--- src/sv/mrb_pkg.sv ---
// ----------------------------------------------------------------------------
// mrb_pkg
// Shared types, constants and helpers of the modal resonator bank.
// ----------------------------------------------------------------------------
package mrb_pkg;

  localparam int MAX_MODES  = 32;
  localparam int MODE_W     = 5;           // mode index bits
  localparam int MODE_CNT_W = 6;           // holds a mode count up to MAX_MODES
  localparam int NUM_COEF   = 9;
  localparam int COEF_DEPTH = MAX_MODES * NUM_COEF;
  localparam int COEF_AW    = 9;
  localparam int STATE_W    = 48;
  localparam int COEF_W     = 64;
  localparam int DIG_W      = 17;          // signed, one 16-bit digit plus sign bit
  localparam int PROD_W     = COEF_W + DIG_W;
  localparam int ACC_W      = 128;
  localparam int NACC       = 3;
  localparam int WIDE_W     = 96;

  // input kinds
  localparam logic [2:0] FUNC_FORCE = 3'd0;
  localparam logic [2:0] FUNC_STEP  = 3'd1;
  localparam logic [2:0] FUNC_LOAD  = 3'd2;
  localparam logic [2:0] FUNC_SETP  = 3'd3;
  localparam logic [2:0] FUNC_SETV  = 3'd4;

  // configuration register indexes
  localparam logic CFG_ACTIVE = 1'b0;
  localparam logic CFG_IGS    = 1'b1;

  // coefficient slots
  localparam logic [3:0] CS_PP  = 4'd0;
  localparam logic [3:0] CS_PV  = 4'd1;
  localparam logic [3:0] CS_VP  = 4'd2;
  localparam logic [3:0] CS_VV  = 4'd3;
  localparam logic [3:0] CS_B1  = 4'd4;
  localparam logic [3:0] CS_B0V = 4'd5;
  localparam logic [3:0] CS_FS  = 4'd6;
  localparam logic [3:0] CS_CW  = 4'd7;
  localparam logic [3:0] CS_OW  = 4'd8;

  // sequencer jobs
  localparam logic [2:0] JOB_FORCE = 3'd0;
  localparam logic [2:0] JOB_STEP1 = 3'd1;
  localparam logic [2:0] JOB_STEP2 = 3'd2;
  localparam logic [2:0] JOB_SET   = 3'd3;
  localparam logic [2:0] JOB_SUM   = 3'd4;

  // multiplier operand sources
  localparam logic [2:0] BS_AMT = 3'd0;
  localparam logic [2:0] BS_F   = 3'd1;
  localparam logic [2:0] BS_P   = 3'd2;
  localparam logic [2:0] BS_V   = 3'd3;
  localparam logic [2:0] BS_DP  = 3'd4;

  localparam logic signed [WIDE_W-1:0] SAT_MAX   = 96'sh7FFF_FFFF_FFFF;
  localparam logic signed [WIDE_W-1:0] SAT_MIN   = -96'sh8000_0000_0000;
  localparam logic signed [WIDE_W-1:0] POS_LIMIT = 96'sd42949672960000;

  typedef struct packed {
    logic [3:0] sel;
    logic [2:0] bsrc;
    logic [1:0] acc;
    logic       clr;
  } prod_desc_t;

  typedef struct packed {
    logic                     valid;
    logic                     clr;
    logic [1:0]               acc;
    logic [1:0]               dig_idx;
    logic signed [COEF_W-1:0] a;
    logic signed [DIG_W-1:0]  dig;
  } mac_op_t;

  typedef logic [NACC-1:0][ACC_W-1:0] acc_bank_t;

  function automatic prod_desc_t prod_desc(input logic [2:0] job, input logic [2:0] k);
    prod_desc_t r;
    r = '{sel: CS_PP, bsrc: BS_AMT, acc: 2'd0, clr: 1'b1};
    unique case (job)
      JOB_FORCE: r = '{sel: CS_FS, bsrc: BS_AMT, acc: 2'd0, clr: 1'b1};
      JOB_STEP1: r = '{sel: CS_B1, bsrc: BS_F, acc: 2'd0, clr: 1'b1};
      JOB_STEP2: begin
        unique case (k)
          3'd0:    r = '{sel: CS_PP, bsrc: BS_P, acc: 2'd0, clr: 1'b0};
          3'd1:    r = '{sel: CS_PV, bsrc: BS_V, acc: 2'd0, clr: 1'b0};
          3'd2:    r = '{sel: CS_VP, bsrc: BS_P, acc: 2'd1, clr: 1'b1};
          3'd3:    r = '{sel: CS_VV, bsrc: BS_V, acc: 2'd1, clr: 1'b0};
          default: r = '{sel: CS_B0V, bsrc: BS_DP, acc: 2'd1, clr: 1'b0};
        endcase
      end
      JOB_SET:   r = '{sel: CS_PP, bsrc: BS_AMT, acc: 2'd0, clr: 1'b1};
      default: begin
        unique case (k)
          3'd0:    r = '{sel: CS_CW, bsrc: BS_P, acc: 2'd0, clr: 1'b1};
          3'd1:    r = '{sel: CS_CW, bsrc: BS_V, acc: 2'd1, clr: 1'b1};
          default: r = '{sel: CS_OW, bsrc: BS_P, acc: 2'd2, clr: 1'b1};
        endcase
      end
    endcase
    return r;
  endfunction

  function automatic logic [2:0] prod_last(input logic [2:0] job);
    logic [2:0] r;
    unique case (job)
      JOB_STEP2: r = 3'd4;
      JOB_SUM:   r = 3'd2;
      default:   r = 3'd0;
    endcase
    return r;
  endfunction

  // round half up, Q.88 -> Q.32
  function automatic logic signed [WIDE_W-1:0] rnd56(input logic [ACC_W-1:0] x);
    logic [ACC_W-1:0] t;
    t = x + (128'd1 << 55);
    return {{24{t[ACC_W-1]}}, t[ACC_W-1:56]};
  endfunction

  // round half up, Q.64 -> Q.32
  function automatic logic signed [WIDE_W-1:0] rnd32(input logic [ACC_W-1:0] x);
    logic [ACC_W-1:0] t;
    t = x + (128'd1 << 31);
    return t[ACC_W-1:32];
  endfunction

  function automatic logic [STATE_W-1:0] sat48(input logic signed [WIDE_W-1:0] v);
    logic signed [WIDE_W-1:0] r;
    if (v > SAT_MAX) r = SAT_MAX;
    else if (v < SAT_MIN) r = SAT_MIN;
    else r = v;
    return r[STATE_W-1:0];
  endfunction

  function automatic logic over_limit(input logic signed [WIDE_W-1:0] v);
    return (v >= POS_LIMIT) || (v <= -POS_LIMIT);
  endfunction

endpackage

--- src/sv/mrb_mac.sv ---
// ----------------------------------------------------------------------------
// mrb_mac
// Shared multiply-accumulate unit: 64x17 signed digit product, registered,
// then shifted and added into one of three 128-bit accumulators.
// ----------------------------------------------------------------------------
module mrb_mac (
  input  logic                clk_i,
  input  logic                rst_ni,
  input  mrb_pkg::mac_op_t    op_i,
  output mrb_pkg::acc_bank_t  acc_o
);

  logic                               v1_q;
  logic                               clr1_q;
  logic [1:0]                         acc1_q;
  logic [1:0]                         sh1_q;
  logic signed [mrb_pkg::PROD_W-1:0]  prod_q;
  mrb_pkg::acc_bank_t                 acc_q;
  logic [mrb_pkg::ACC_W-1:0]          addend;
  logic [mrb_pkg::ACC_W-1:0]          base;

  always_ff @(posedge clk_i or negedge rst_ni) begin
    if (!rst_ni) begin
      v1_q <= 1'b0;
    end else begin
      v1_q <= op_i.valid;
    end
  end

  always_ff @(posedge clk_i) begin
    prod_q <= $signed(op_i.a) * $signed(op_i.dig);
    clr1_q <= op_i.clr;
    acc1_q <= op_i.acc;
    sh1_q  <= op_i.dig_idx;
  end

  always_comb begin
    addend = {{(mrb_pkg::ACC_W - mrb_pkg::PROD_W){prod_q[mrb_pkg::PROD_W-1]}}, prod_q}
             << {sh1_q, 4'b0000};
    base   = clr1_q ? '0 : acc_q[acc1_q];
  end

  always_ff @(posedge clk_i) begin
    if (v1_q) begin
      acc_q[acc1_q] <= base + addend;
    end
  end

  assign acc_o = acc_q;

endmodule

--- config.mk ---
export PLATFORM = sky130hd
export DESIGN_NAME = mrb_mac
export DESIGN_NICKNAME = d
export VERILOG_FILES = /design/src/sv/mrb_pkg.sv /design/src/sv/mrb_mac.sv
export SDC_FILE = /design/constraint.sdc
export NUM_CORES = 2
export LEC_CHECK = 0
export BUFFER_PORTS_ARGS = -buffer_cell sky130_fd_sc_hd__buf_2
export CAP_MARGIN = 20
export CORE_UTILIZATION = 57
export DETAILED_ROUTE_END_ITERATION = 8
export GPL_TIMING_DRIVEN = 0
export PLACE_DENSITY = 0.79
export SETUP_SLACK_MARGIN = 0.2
export SYNTH_ARGS = -nofsm -noshare
export SYNTH_HDL_FRONTEND = slang
export SYNTH_SLANG_ARGS = --single-unit
--- constraint.sdc ---
create_clock -name clk_i -period 12 [get_ports clk_i]
set_input_delay 1.2 -clock clk_i [delete_from_list [all_inputs] [get_ports clk_i]]
set_output_delay 1.2 -clock clk_i [all_outputs]
set_load 0.005 [all_outputs]
==> impl_metrics.ini <==
[run_status]
status = finished clean

[detailed_routing]
drc = 0
vias_per_cell = 6.01
wirelength_mm = 220
ant_nets = 0
dr_total_vias = 51578
drt_iter0_markers = 5257
wire_per_inst_microns = 25.6
first_pass_iters = 7

[logic_synthesis]
seq_area_frac_synth_pct = 21.4
syn-instance-count = 6618
yosys.area_share.simple_pct = 15.3
synth-seq-cells = 471
synth_top_family_by_area = adder cells
synth_mux_area_share_pct = 3.66
ys_types = 81
yosys_warnings = 0
syn_nets = 8015
synth-compound-area-share_pct = 9.76
ys_top_cells_by_area = fa_1, edfxtp_1, inv_1
synth_edf_count = 384
synthesis.area_sq_um = 62100
ys.flop_type = edfxtp_1
async_reset_ff_share_pct = 0.212
synth_top_area_share_pct = 32.3
yosysTopAreaCell = fa_1
postSynthAreaPerCell_sq_um = 9.38
synth_fa_ha_area_share_pct = 38.5
synth_xor_area_share_pct = 2.86

[job]
cap_violations = 0

[final_layout]
layout_commonest_cell = inv_1
utilization_pct = 63.2
mostFrequentLayoutCells = inv_1, fa_1, nand2_1
fillCellCount = 8995
fin_nets = 8540
instances_no_fill = 8578
syn2layout_area_growth_pct = 9.45
seqCellArea_sq_um = 13300
multi_input_area_sq_um = 43500
drive_gt1_share_pct = 8.76

[clock_network]
clock_sinks = 471
cts_max_level = 2
numCtsBuffers = 40
worstSkewPairLatency_ps = 580
clockBufferDepth = 3
post_cts.repair.setup_buffers = 0
path_clk_slew_ps = 60
cts_hold_buf = 0
cts_resized = 0
cts_tree = done
cts-root-buf = clkbuf_16

[grt]
grt_pass1_wl_mm = 329
grt_max_degree = 64
antenna_found_initial = 10
grt_pass1_vias = 52496
grt_overflow = 0
grt_usage_pct = 39.9

[floorplan]
initial_utilization_pct = 57.8
ios = 473
die_area_sq_um = 110000
die_y_microns = 332
die_w_microns = 332
num_rows = 120
fp.coreArea_sq_um = 108000

[placement]
port_buffers = 455
dp_hpwl_mm = 182
routabilityCongestion = 1.06
dp_cells = 8501

[sta]
tightest_slew_ps = 1320
drv_slew = 0
finalHoldViolations = 0
slew_headroom_pct = 12.1
fmax_ghz = 0.103
period_needed_ps = 9730
setup_viol = 0
whs_ps = 394
finClkSkew_ps = 21.2
rsz0062_at_grt = no
period_share_pct = 81.0

[worst_setup_path]
crit_buf_inv = 7
cp-start-kind = input port
worstPathMaxFanout = 10
path_class = in -> reg
critical-path-max-stage-delay_ps = 970
end_kind = register
critPathArrivalTime_ps = 10140
crit_slowest_cell = clkbuf_1
required_ps = 12420
timing.critical_path.mode_cell = fa_1
critical_path.top_delay_family = adder cells

[worst_hold_path]
worst_hold_path_type = in -> async
[cell usage after synthesis, types with 117 or more instances]
cell	n
a21o_1	117
a21oi_1	415
and2_1	452
clkbuf_1	333
edfxtp_1	384
fa_1	1002
ha_1	306
inv_1	1044
mux2i_1	201
nand2_1	821
nor2_1	458
o21ai_0	160
xnor2_1	131
[flip-flops by register name (all words and copies together) (netlist names)]
| register | cells |
|---|---|
| acc_o | 384 |
| v1_q | 1 |
| prod_q | 81 |
| acc1_q | 2 |
| sh1_q | 2 |
| clr1_q | 1 |
[per-layer routing]
layer / vias up / global-route usage (%) / routed length, microns
li1: 22146 / - / -
met1: 25418 / 50.3 / 80900
met2: 3292 / 63.5 / 99800
met3: 706 / 9.42 / 24200
met4: 16 / 21.7 / 14900
met5: - / 0 / 103
[cells by family (layout without fill, tap and decap cells)]
family,count (synthesis),after routing
compound gates,976,976
fa+ha+maj,1308,1308
other cells,0,3
mux,217,217
buf+inv,1413,1967
flops,471,471
simple gates,2030,2030
xor+xnor,203,203
[worst paths after layout]
path                                 from          to  cells after the start  slack [ps]
min in group clk_i               op_i[83]   acc1_q[0]                      1         720
worst min-delay path               rst_ni        v1_q                      1         390
worst max-delay path             op_i[16]  prod_q[80]                     26        2270
worst max register to register  acc1_q[0]  acc_o[124]                     19        4380
max in group asynchronous          rst_ni        v1_q                      1       11520
worst min register to register       v1_q   acc_o[98]                      1         860
[through the flow]
step	worst slack, ps	instance area, sq um	setup TNS, ps
floorplan	861	62100	0
finish	2270	68000	0
CTS	2600	67900	0
global placement	-5740	66100	-726790
detailed placement	2010	66500	0
global route	2250	67900	0
[cell type report]
| cell class | instances | share of cell area (%) |
|---|---|---|
| clock inverter | 22 | 0.379 |
| buffer | 369 | 2.07 |
| tap | 1403 | 2.58 |
| multi-input combinational | 4734 | 64.0 |
| inverter | 1044 | 5.77 |
| antenna | 3 | 0.0110 |
| clock buffer | 49 | 1.63 |
| timing repair buffer | 483 | 4.01 |
| sequential | 471 | 19.5 |
Power is not shown: default switching activity piles up to over one toggle a cycle in this logic, so the estimate is an artifact.
